<file path="src/fsr_pkg.sv">
package fsr_pkg;

  localparam int BYTE_W = 8;

  localparam logic [BYTE_W-1:0] HEAD_ONE    = 8'hFA;
  localparam logic [BYTE_W-1:0] HEAD_TWO    = 8'hAA;
  localparam logic [BYTE_W-1:0] STUFF_BYTE  = 8'h00;
  localparam logic [BYTE_W-1:0] MIN_LENGTH  = 8'd5;
  localparam logic [BYTE_W-1:0] STATION_RST = 8'd1;

  // header byte positions
  localparam int POS_HEAD_ONE = 0;
  localparam int POS_HEAD_TWO = 1;
  localparam int POS_STATION  = 2;
  localparam int POS_LENGTH   = 3;
  localparam int POS_PAYLOAD  = 4;

endpackage

</file>
<file path="src/stuffed_frame_receiver.sv">
// A header or mid-frame byte gives no result; the checksum byte's error result
// comes in the next cycle. A good frame is read back from the frame RAM one
// payload byte at a time (read, then evaluate). Throughput: one byte per cycle
// while receiving (not at a checksum byte while an output is pending); input
// stalls in readout. Reset: synchronous, active low; clears hunt; station id 1.
module stuffed_frame_receiver #(
  parameter int MAX_FRAME = 64
) (
  input  logic                       clk,
  input  logic                       rst_n,
  input  logic                       cfg_wr_en,
  input  logic [fsr_pkg::BYTE_W-1:0] cfg_wr_data,
  input  logic                       in_valid,
  output logic                       in_stall,
  input  logic [fsr_pkg::BYTE_W-1:0] in_rx_byte,
  output logic                       out_valid,
  input  logic                       out_stall,
  output logic [fsr_pkg::BYTE_W-1:0] out_payload_byte,
  output logic                       out_byte_valid,
  output logic                       out_last_of_frame,
  output logic                       out_frame_status
);

  localparam int AW = $clog2(MAX_FRAME);
  localparam int PW = $clog2(MAX_FRAME + 1);
  localparam logic [fsr_pkg::BYTE_W-1:0] MAX_LEN = fsr_pkg::BYTE_W'(MAX_FRAME);

  typedef enum logic [1:0] {
    ST_RX,
    ST_RD,
    ST_EVAL,
    ST_FLUSH
  } state_t;

  state_t                     state_r, state_nxt;
  logic [PW-1:0]              pos_r, pos_nxt;
  logic [PW-1:0]              len_r, len_nxt;
  logic [fsr_pkg::BYTE_W-1:0] sum_r, sum_nxt;
  logic [fsr_pkg::BYTE_W-1:0] station_r, station_nxt;
  logic [PW-1:0]              rd_idx_r, rd_idx_nxt;
  logic [fsr_pkg::BYTE_W-1:0] p1_r, p1_nxt, p2_r, p2_nxt;
  logic [fsr_pkg::BYTE_W-1:0] pend_r, pend_nxt;
  logic                       pend_vld_r, pend_vld_nxt;

  logic                       out_valid_r, out_valid_nxt;
  logic [fsr_pkg::BYTE_W-1:0] out_data_r, out_data_nxt;
  logic                       out_bv_r, out_bv_nxt;
  logic                       out_last_r, out_last_nxt;
  logic                       out_stat_r, out_stat_nxt;

  logic                       in_fire, out_free, at_final, hdr_ok, drop, kept;
  logic                       ram_wr_en, ram_rd_en;
  logic [fsr_pkg::BYTE_W-1:0] rd_data;
  logic [PW-1:0]              pos_inc;

  assign pos_inc  = pos_r + PW'(1);
  assign at_final = (pos_r >= PW'(fsr_pkg::POS_PAYLOAD)) && (pos_inc >= len_r);
  assign in_stall = (state_r != ST_RX) || (out_valid_r && at_final);
  assign in_fire  = in_valid && !in_stall;
  assign out_free = !out_valid_r || !out_stall;

  always_comb begin
    case (pos_r)
      PW'(fsr_pkg::POS_HEAD_ONE): hdr_ok = (in_rx_byte == fsr_pkg::HEAD_ONE);
      PW'(fsr_pkg::POS_HEAD_TWO): hdr_ok = (in_rx_byte == fsr_pkg::HEAD_TWO);
      PW'(fsr_pkg::POS_STATION):  hdr_ok = (in_rx_byte == station_r);
      PW'(fsr_pkg::POS_LENGTH):
        hdr_ok = (in_rx_byte >= fsr_pkg::MIN_LENGTH) && (in_rx_byte <= MAX_LEN);
      default:                    hdr_ok = 1'b1;
    endcase
  end

  assign drop = (rd_data == fsr_pkg::STUFF_BYTE) && (p1_r == fsr_pkg::HEAD_TWO) &&
                (p2_r == fsr_pkg::HEAD_ONE);
  assign kept = !drop;

  assign ram_wr_en = in_fire && hdr_ok && !at_final;
  assign ram_rd_en = (state_r == ST_RD);

  fsr_frame_ram #(
    .DEPTH (MAX_FRAME),
    .AW    (AW)
  ) u_ram (
    .clk     (clk),
    .wr_en   (ram_wr_en),
    .wr_addr (pos_r[AW-1:0]),
    .wr_data (in_rx_byte),
    .rd_en   (ram_rd_en),
    .rd_addr (rd_idx_r[AW-1:0]),
    .rd_data (rd_data)
  );

  always_comb begin
    state_nxt     = state_r;
    pos_nxt       = pos_r;
    len_nxt       = len_r;
    sum_nxt       = sum_r;
    station_nxt   = cfg_wr_en ? cfg_wr_data : station_r;
    rd_idx_nxt    = rd_idx_r;
    p1_nxt        = p1_r;
    p2_nxt        = p2_r;
    pend_nxt      = pend_r;
    pend_vld_nxt  = pend_vld_r;
    out_valid_nxt = out_valid_r && out_stall;
    out_data_nxt  = out_data_r;
    out_bv_nxt    = out_bv_r;
    out_last_nxt  = out_last_r;
    out_stat_nxt  = out_stat_r;

    case (state_r)
      ST_RX: begin
        if (in_fire) begin
          if (!hdr_ok) begin
            pos_nxt = '0;
            len_nxt = '0;
            sum_nxt = '0;
          end else if (!at_final) begin
            if (pos_r == PW'(fsr_pkg::POS_LENGTH)) begin
              len_nxt = in_rx_byte[PW-1:0];
            end
            sum_nxt = sum_r + in_rx_byte;
            pos_nxt = pos_inc;
          end else begin
            pos_nxt = '0;
            sum_nxt = '0;
            if (sum_r != in_rx_byte) begin
              // checksum error: single error transfer
              len_nxt       = '0;
              out_valid_nxt = 1'b1;
              out_data_nxt  = '0;
              out_bv_nxt    = 1'b0;
              out_last_nxt  = 1'b1;
              out_stat_nxt  = 1'b1;
            end else begin
              rd_idx_nxt   = PW'(fsr_pkg::POS_PAYLOAD);
              p1_nxt       = '0;
              p2_nxt       = '0;
              pend_vld_nxt = 1'b0;
              state_nxt    = (len_r == PW'(fsr_pkg::MIN_LENGTH)) ? ST_FLUSH : ST_RD;
            end
          end
        end
      end
      ST_RD: begin
        state_nxt = ST_EVAL;
      end
      ST_EVAL: begin
        // hold a kept byte back one step so the last one can be flagged
        if (drop || !pend_vld_r || out_free) begin
          if (kept && pend_vld_r) begin
            out_valid_nxt = 1'b1;
            out_data_nxt  = pend_r;
            out_bv_nxt    = 1'b1;
            out_last_nxt  = 1'b0;
            out_stat_nxt  = 1'b0;
          end
          if (kept) begin
            pend_nxt     = rd_data;
            pend_vld_nxt = 1'b1;
          end
          p2_nxt     = p1_r;
          p1_nxt     = rd_data;
          rd_idx_nxt = rd_idx_r + PW'(1);
          state_nxt  = (rd_idx_r + PW'(2) == len_r) ? ST_FLUSH : ST_RD;
        end
      end
      ST_FLUSH: begin
        if (out_free) begin
          out_valid_nxt = 1'b1;
          out_data_nxt  = pend_vld_r ? pend_r : '0;
          out_bv_nxt    = pend_vld_r;
          out_last_nxt  = 1'b1;
          out_stat_nxt  = 1'b0;
          len_nxt       = '0;
          state_nxt     = ST_RX;
        end
      end
      default: begin
        state_nxt = ST_RX;
      end
    endcase
  end

  always_ff @(posedge clk) begin
    if (!rst_n) begin
      state_r     <= ST_RX;
      pos_r       <= '0;
      len_r       <= '0;
      sum_r       <= '0;
      station_r   <= fsr_pkg::STATION_RST;
      pend_vld_r  <= 1'b0;
      out_valid_r <= 1'b0;
    end else begin
      state_r     <= state_nxt;
      pos_r       <= pos_nxt;
      len_r       <= len_nxt;
      sum_r       <= sum_nxt;
      station_r   <= station_nxt;
      pend_vld_r  <= pend_vld_nxt;
      out_valid_r <= out_valid_nxt;
    end
  end

  always_ff @(posedge clk) begin
    rd_idx_r   <= rd_idx_nxt;
    p1_r       <= p1_nxt;
    p2_r       <= p2_nxt;
    pend_r     <= pend_nxt;
    out_data_r <= out_data_nxt;
    out_bv_r   <= out_bv_nxt;
    out_last_r <= out_last_nxt;
    out_stat_r <= out_stat_nxt;
  end

  assign out_valid         = out_valid_r;
  assign out_payload_byte  = out_data_r;
  assign out_byte_valid    = out_bv_r;
  assign out_last_of_frame = out_last_r;
  assign out_frame_status  = out_stat_r;

  a_err_shape: assert property (@(posedge clk) disable iff (!rst_n)
    out_valid && out_frame_status |-> !out_byte_valid && out_last_of_frame)
    else $error("checksum error transfer carries data or is not last");

  a_last_back_to_rx: assert property (@(posedge clk) disable iff (!rst_n)
    out_valid && !out_stall && out_last_of_frame |-> state_r == ST_RX)
    else $error("final transfer while readout still running");

  a_rd_bound: assert property (@(posedge clk) disable iff (!rst_n)
    state_r == ST_EVAL |-> (rd_idx_r + PW'(2) <= len_r) &&
                           (rd_idx_r >= PW'(fsr_pkg::POS_PAYLOAD)))
    else $error("readout index outside payload");

  a_no_write_in_readout: assert property (@(posedge clk) disable iff (!rst_n)
    state_r != ST_RX |-> !ram_wr_en)
    else $error("frame RAM written during readout");

endmodule

</file>
<file path="src/fsr_frame_ram.sv">
module fsr_frame_ram #(
  parameter int DEPTH = 64,
  parameter int AW    = 6
) (
  input  logic                       clk,
  input  logic                       wr_en,
  input  logic [AW-1:0]              wr_addr,
  input  logic [fsr_pkg::BYTE_W-1:0] wr_data,
  input  logic                       rd_en,
  input  logic [AW-1:0]              rd_addr,
  output logic [fsr_pkg::BYTE_W-1:0] rd_data
);

  logic [fsr_pkg::BYTE_W-1:0] mem [DEPTH];
  logic [fsr_pkg::BYTE_W-1:0] rd_data_r;

  always_ff @(posedge clk) begin
    if (wr_en) begin
      mem[wr_addr] <= wr_data;
    end
  end

  // read data holds until the next read
  always_ff @(posedge clk) begin
    if (rd_en) begin
      rd_data_r <= mem[rd_addr];
    end
  end

  assign rd_data = rd_data_r;

endmodule
</file>
<file path="config.mk">
export PLATFORM = sky130hd
export DESIGN_NAME = stuffed_frame_receiver
export DESIGN_NICKNAME = d
export VERILOG_FILES = /design/src/fsr_pkg.sv /design/src/stuffed_frame_receiver.sv /design/src/fsr_frame_ram.sv
export SDC_FILE = /design/constraint.sdc
export NUM_CORES = 1
export LEC_CHECK = 0
export BUFFER_PORTS_ARGS = -buffer_cell sky130_fd_sc_hd__buf_2
export CORE_ASPECT_RATIO = 1.75
export CORE_MARGIN = 3
export CORE_UTILIZATION = 40
export CTS_CLUSTER_DIAMETER = 100
export CTS_CLUSTER_SIZE = 12
export DETAILED_ROUTE_END_ITERATION = 10
export GPL_ROUTABILITY_DRIVEN = 0
export PLACE_DENSITY_LB_ADDON = 0.2
export SLEW_MARGIN = 10
export SYNTH_ARGS = -nofsm -noshare
export SYNTH_HDL_FRONTEND = slang
export SYNTH_SLANG_ARGS = --single-unit
</file>
<file path="constraint.sdc">
create_clock -name clk -period 4.75 [get_ports clk]
set_input_delay 0.7125 -clock clk [delete_from_list [all_inputs] [get_ports clk]]
set_output_delay 0.7125 -clock clk [all_outputs]
set_load 0.05 [all_outputs]
</file>
==> metrics.md, run 1 <==
| Metric | Value |
|---|---|
| Final setup fails | 0 |
| CP required | 4970 ps |
| Comb power frac | 7.9% |
| Commonest non-fill, non-tap cell in the layout | edfxtp_1 |
| Clock network power share | 37.2% |
| Met3 WL | 2180 um |
| Final setup skew | 24.7 ps |
| Area Growth Syn to Fin | 12.2% |
| Switching share of power | 22.4% |
| Mapped Area | 24,300 um2 |
| FF/Latch Area | 17,600 um2 |
| Fillers | 5,157 |
| Maxcap violations | 0 |
| H-tree depth | 2 |
| Setup TNS | 0 ps |
| Worst setup margin | 443 ps |
| Slew @ Worst Pin | 1140 ps |
| RSZ-0062 raised after global routing | false |
| Worst-path clk slew | 60 ps |
| Worst-path maximum fanout | 15 |
| Core area | 60,200 um2 |
| DR top layer | met4 |
| Top area cells in the synthesized netlist | edfxtp_1 (69%), mux4_2 (13%), dfxtp_1 (2.8%), mux2i_1 (2.1%), nor2_1 (1.6%) |
| Post-cts sizing count | 0 |
| Antenna viol nets, final | 0 |
| Met2 wire len | 33,500 um |
| Setup bufs post-CTS | 0 |
| RR Endpoint | u_ram.mem[18][5] |
| Area of the die | 64,000 um2 |
| Reg2Reg Setup Slack | 440 ps |
| Critical path launch point type | register |
| Share of post-route cells with drive strength above 1 | 22.2% |
| Fmax | 232 MHz |
| Largest area contributor in the netlist | edfxtp_1 |
| Sequential share of power | 54.9% |
| Asr flop ratio synth | 0% |
| Final hold violation count | 0 |
| Final Util | 45.4% |
| Vias in the first global route | 13.2k |
| Multi-input gate area | 6440 um2 |
| Warnings, synthesis | 0 |
| Slew margin rel. | 24.3% |
| WP data arrival | 4530 ps |
| Slew Limit Fails | 0 |
| CTS Hold Buffers Added | 0 |
| Syn nets | 1,378 |
| Dpl hpwl | 40,400 um |
| TritonCTS clock tree | done |
| Drt wl/cell | 27.5 um |
| NumNets Final | 1,472 |
| Register area share after synthesis | 72.1% |
| Hold Path Sink | station_r[0] |
| Clk buf depth | 3 |
| Die Width | 193 um |
| Leak Pwr | 8.76 nW |
| I/O pin cnt | 34 |
| Grt ovf | 0 |
| Worst Hold Class | in2reg |
| Rows | 119 |
| Outcome | complete, no violations |
| NetSw | 2.38 mW |
| Cell Pwr Density | 390 nW/um2 |
| Synth top area share | 69.3% |
| Post-synth EDFFs | 562 |
| Clock root buffer | clkbuf_16 |
| Post-DR vias/cell | 5.62 |
| PortBufs | 33 |
| Dpl ws | 495 ps |
| TritonRoute pass-1 iters | 6 |
| Worst r2r path cells | 10 |
| Tmin final | 4310 ps |
| Worst-Skew Late Latency | 610 ps |
| CP Launch Point | pos_r[2] |
| TritonCTS buffer count | 55 |
| First-pass GRT wire length | 89,800 um |
| Worst hold start | cfg_wr_data[0] |
| Gr usage total | 19.2% |
| Starting DRT DRC Count | 1,084 |
| Post-Place Cells | 2,155 |
| Hold path depth | 3 |
| Synth unique cells | 67 |
| Syn_area_per_cell | 18.3 um2 |
| Pint | 8.27 mW |
| Clk sinks | 596 |
| Met1 Routed Length | 22,800 um |
| Synth Instances | 1,332 |
| Part of the cycle the worst path needs | 90.7% |
| Flip-flop and latch count after synthesis | 596 |
| CP Class | reg2reg |
| Residual DRC | 0 |
| CP endpoint kind | register |
| Vias post-DR | 12.5k |
| Peak supply drop | 0.000295 V |
| Post-route insts no fill | 2,226 |
| Die Y | 332 um |
| Routed WL | 61,300 um |
| Initial core utilization | 40.5% |
| Most frequent cells in the layout | edfxtp_1 (562), mux4_2 (138), nor2_1 (106), buf_4 (65), clkbuf_16 (56) |
| Initial antenna violation count | 3 |
| RR Startpoint | pos_r[2] |
| Ys flop type | edfxtp_1 |
| Largest net degree at the start of global routing | 67 |
## synth_stat cells (all sizes together), types with 3 or more instances
master   number
xnor2        12
xor2         14
o221ai        4
inv          20
nor4          5
a211oi        8
nand4b        7
o22ai        15
ha           24
buf          31
o2111ai       8
o21ai        23
nand3        30
nand4        11
nor4b         5
o211ai        4
a21oi        37
or3           9
nand2        42
dfxtp        34
mux4        138
nand2b        5
nand3b        7
nor3         11
a32o          3
mux2i        50
nor2        106
edfxtp      562
a31oi         3
clkbuf       36
o21a          4
nor2b        12
and2         19
## logic make-up (layout without fill, tap and decap cells)
group                      after synthesis  count (layout)  synth area share (%)
AOI/OAI and AO/OA                      123             123                  3.24
xor gates and xnor gates                26              26                 0.935
adders and majority gates               25              25                  1.32
buffers and inverters                   87             193                  1.55
DFF                                    596             596                  72.1
muxes                                  189             189                  14.9
other                                    0               2                     0
and+or+nand+nor                        286             286                  5.99
## sequential cells by signal (all words and copies together) (netlist names)
register           flops
u_ram.mem            512
station_r              8
out_valid              1
out_frame_status       1
state_r                2
out_last_of_frame      1
pend_r                 8
u_ram.rd_data          8
p2_r                   8
rd_idx_r               7
sum_r                  8
p1_r                   8
len_r                  7
pend_vld_r             1
out_byte_valid         1
pos_r                  7
out_payload_byte       8
## layer usage
metal  global-route usage [%]  vias to the layer above
li1                         -                     5530
met1                     22.5                     6559
met2                     35.2                      333
met3                     2.20                       96
met4                     8.44                        0
met5                        0                        -
## critical path, cell delays in order, from the launching register on
cell	delay (ps)
dfxtp_1	650
nand3_1	280
nor2_1	190
xor2_1	230
ha_1	290
o2111ai_1	120
o221ai_1	330
a31oi_2	800
nand4b_1	160
buf_4	260
nor2_1	580
## power groups by stage
stage,combinational [mW],sequential [mW],clock [mW]
after floorplan,0.492,5.96,0
after global placement,0.845,5.96,0
after detailed placement,0.851,5.96,0
after CTS,0.854,5.85,4.05
after global routing,0.897,5.85,4.23
final,0.839,5.85,3.96
## how the worst max path moves through the flow
stage | end | slack [ps] | cells past startpoint
floorplan | out_byte_valid | 930 | 9
global placement | u_ram.mem[18][2] | 720 | 10
detailed placement | u_ram.mem[18][7] | 490 | 10
CTS | u_ram.mem[18][5] | 470 | 10
global route | u_ram.mem[18][5] | 200 | 10
finish | u_ram.mem[18][5] | 440 | 10
## final cells by class
| class | instances | area share, % |
|---|---|---|
| timing repair buffer | 104 | 2.83 |
| inverter | 20 | 0.275 |
| clock inverter | 3 | 0.201 |
| tap | 786 | 3.60 |
| sequential | 596 | 64.2 |
| antenna | 2 | 0.0183 |
| multi-input combinational | 649 | 23.6 |
| clock buffer | 66 | 5.27 |
## metrics by stage
| stage | instance area [um2] | power [mW] | hold WS (ps) |
|---|---|---|---|
| after global placement | 25800 | 6.80 | 446 |
| final | 27300 | 10.6 | 333 |
| after floorplan | 24300 | 6.46 | 433 |
| after detailed placement | 25800 | 6.81 | 462 |
| after CTS | 27300 | 10.8 | 308 |
| after global routing | 27300 | 11.0 | 335 |
Power figures use the tool's default switching activity.
==> run 2, diff against run 1 <==
--- a/config.mk
+++ b/config.mk
@@ -6,9 +6,8 @@
 export NUM_CORES = 1
 export LEC_CHECK = 0
 export BUFFER_PORTS_ARGS = -buffer_cell sky130_fd_sc_hd__buf_2
-export CORE_ASPECT_RATIO = 1.75
 export CORE_MARGIN = 3
-export CORE_UTILIZATION = 40
+export CORE_UTILIZATION = 35
 export CTS_CLUSTER_DIAMETER = 100
 export CTS_CLUSTER_SIZE = 12
 export DETAILED_ROUTE_END_ITERATION = 10
==> run 2 against run 1 <==
Net effect: combinational power shrank 1%; critical path depth grew 1; worst setup slack gained 16 ps; final cell count grew 6.8%; power shrank 0.45%; clock-buffer cell count shrank 2; clock skew shrank 2.2 ps; die area grew 14%; clock power is essentially flat.
==> metrics.md, run 2 (same netlist as run 1, synthesis figures left out) <==
| Metric | Value |
|---|---|
| Outcome | complete, no violations |
| Biggest register | u_ram.mem |
| Rows | 96 |
| NumNets Final | 1,480 |
| Initial core utilization | 35.4% |
| Worst-path clk slew | 70 ps |
| Final setup skew | 22.4 ps |
| Reg2Reg Setup Slack | 460 ps |
| Clk buf depth | 3 |
| Worst path slowest cell | dfxtp_1 |
| CP endpoint kind | register |
| First-pass GRT wire length | 86,900 um |
| Final hold violation count | 0 |
| CP required | 4980 ps |
| I/O pin cnt | 34 |
| Vias in the first global route | 12.8k |
| Residual DRC | 0 |
| Grt met1 use | 22.9% |
| GRT Max-Usage Layer | met2 |
| Core area | 68,700 um2 |
| Clock network power share | 37.2% |
| CP Class | reg2reg |
| Slew margin rel. | 29.2% |
| Clock root buffer | clkbuf_16 |
| Clk sinks | 596 |
| Grt ovf | 0 |
| Maxcap violations | 0 |
| Largest net degree at the start of global routing | 64 |
| Dpl hpwl | 37,000 um |
| Share of post-route cells with drive strength above 1 | 22.5% |
| Dpl ws | 507 ps |
| Worst r2r path cells | 11 |
| Critical path launch point type | register |
| RR Endpoint | u_ram.mem[35][2] |
| Part of the cycle the worst path needs | 90.3% |
| Worst-path maximum fanout | 15 |
| Power, Total | 10.6 mW |
| Tmin final | 4290 ps |
| Area Growth Syn to Fin | 13.0% |
| Slew @ Worst Pin | 1060 ps |
| H-tree depth | 2 |
| Sequential share of power | 55.0% |
| Switching share of power | 22.5% |
| Crit-path max cell delay | 640 ps |
| Area of the die | 72,800 um2 |
| Vias post-DR | 12.6k |
| Initial antenna violation count | 6 |
| Leak Pwr | 8.78 nW |
| PortBufs | 33 |
| TritonCTS clock tree | done |
| Commonest non-fill, non-tap cell in the layout | edfxtp_1 |
| CTS Hold Buffers Added | 0 |
| Post-cts sizing count | 0 |
| Fmax | 233 MHz |
| Critical path's top delay family | simple AND/OR/NAND/NOR gates |
| Worst hold start | cfg_wr_data[0] |
| CP cell instances | nand3_1 -> nor2_1 -> xor2_1 -> ha_1 -> o2111ai_1 -> o221ai_1 -> a22o_1 -> o21ai_2 -> or4b_1 -> buf_4 -> nor2_1 |
| Final setup fails | 0 |
| Routed WL | 58,600 um |
| Worst Hold Class | in2reg |
| Setup bufs post-CTS | 0 |
| Worst path bufs/invs | 1 |
| Cell mode on critical path | nor2_1 |
| Pint | 8.22 mW |
| Setup TNS | 0 ps |
| RSZ-0062 raised after global routing | false |
| Die Y | 270 um |
| NetSw | 2.38 mW |
| Hold Path Sink | station_r[0] |
| Most frequent cells in the layout | edfxtp_1 (562), mux4_2 (138), nor2_1 (106), buf_4 (76), clkbuf_16 (56) |
| Peak supply drop | 0.000238 V |
| Worst setup margin | 459 ps |
| TritonCTS buffer count | 55 |
| Gr usage total | 16.0% |
| Die Width | 270 um |
| Fillers | 6,224 |
| TritonRoute pass-1 iters | 5 |
| Starting DRT DRC Count | 1,202 |
| Drt wl/cell | 24.7 um |
| Met2 usage | 26.0% |
| Worst-Skew Late Latency | 620 ps |
| Hold path depth | 3 |
| Antenna viol nets, final | 0 |
| Cell Pwr Density | 385 nW/um2 |
| Slew Limit Fails | 0 |
| Max reg flops | 512 |
| RR Startpoint | pos_r[2] |
| Post-DR vias/cell | 5.29 |
| WP data arrival | 4520 ps |
| M3 GR Usage | 2.40% |
| Comb power frac | 7.8% |
[run 2: cell types whose count changed in the layout (fill, tap and decap cells not counted), sizes merged]
cell / previous run / this run
buf: 104 / 112
clkbuf: 66 / 64
clkinv: 1 / 3
bufinv: 1 / 0
diode: 2 / 1
[run 2: tightest hold or removal path, stage by stage]
cell,delay [ps]
buf_2,70
mux2i_1,50
nand2_1,60
[run 2: final cells by class]
class | count | area (um2) | area share [%]
sequential | 596 | 17600 | 63.8
multi-input combinational | 649 | 6440 | 23.4
clock buffer | 64 | 1430 | 5.20
tap | 931 | 1160 | 4.23
timing repair buffer | 112 | 796 | 2.89
inverter | 20 | 75.1 | 0.273
clock inverter | 4 | 57.6 | 0.209
antenna | 1 | 2.50 | 0.00909
[run 2: worst max-delay path by stage]
stage                     slack (ps)      from  cells past startpoint                to
final                            460  pos_r[2]                     11  u_ram.mem[35][2]
after global placement           680  pos_r[2]                     11  u_ram.mem[27][6]
after CTS                        490  pos_r[2]                     11  u_ram.mem[19][2]
after detailed placement         510  pos_r[2]                     11  u_ram.mem[19][1]
after floorplan                  930  pos_r[4]                      9    out_byte_valid
after global routing             150  pos_r[2]                     11  u_ram.mem[19][7]
[run 2: power groups by stage]
stage | clock network, mW | registers, mW | logic [mW]
2_1_floorplan | 0 | 5.96 | 0.492
3_3_place_gp | 0 | 5.95 | 0.840
3_5_place_dp | 0 | 5.95 | 0.843
4_1_cts | 4.06 | 5.83 | 0.844
5_1_grt | 4.25 | 5.84 | 0.896
6_report | 3.94 | 5.83 | 0.827
[run 2: routing by layer]
metal  part of all wire (%)  up-vias  routed length (um)
met1                     45     6629               26300
met3                    5.1       69                2970
met5                  0.046        -                  27
met4                    1.8        4                1060
li1                       -     5552                   -
met2                     48      328               28200
[run 2: stage by stage]
step	hold slack, ps	cell area [um2]	std cells	utilization [%]
2_1_floorplan	433	24300	1332	-
3_3_place_gp	446	26000	2308	37.9
3_5_place_dp	455	26000	2308	37.9
4_1_cts	281	27500	2376	40.1
5_1_grt	308	27500	2376	40.1
6_report	315	27500	2377	40.1
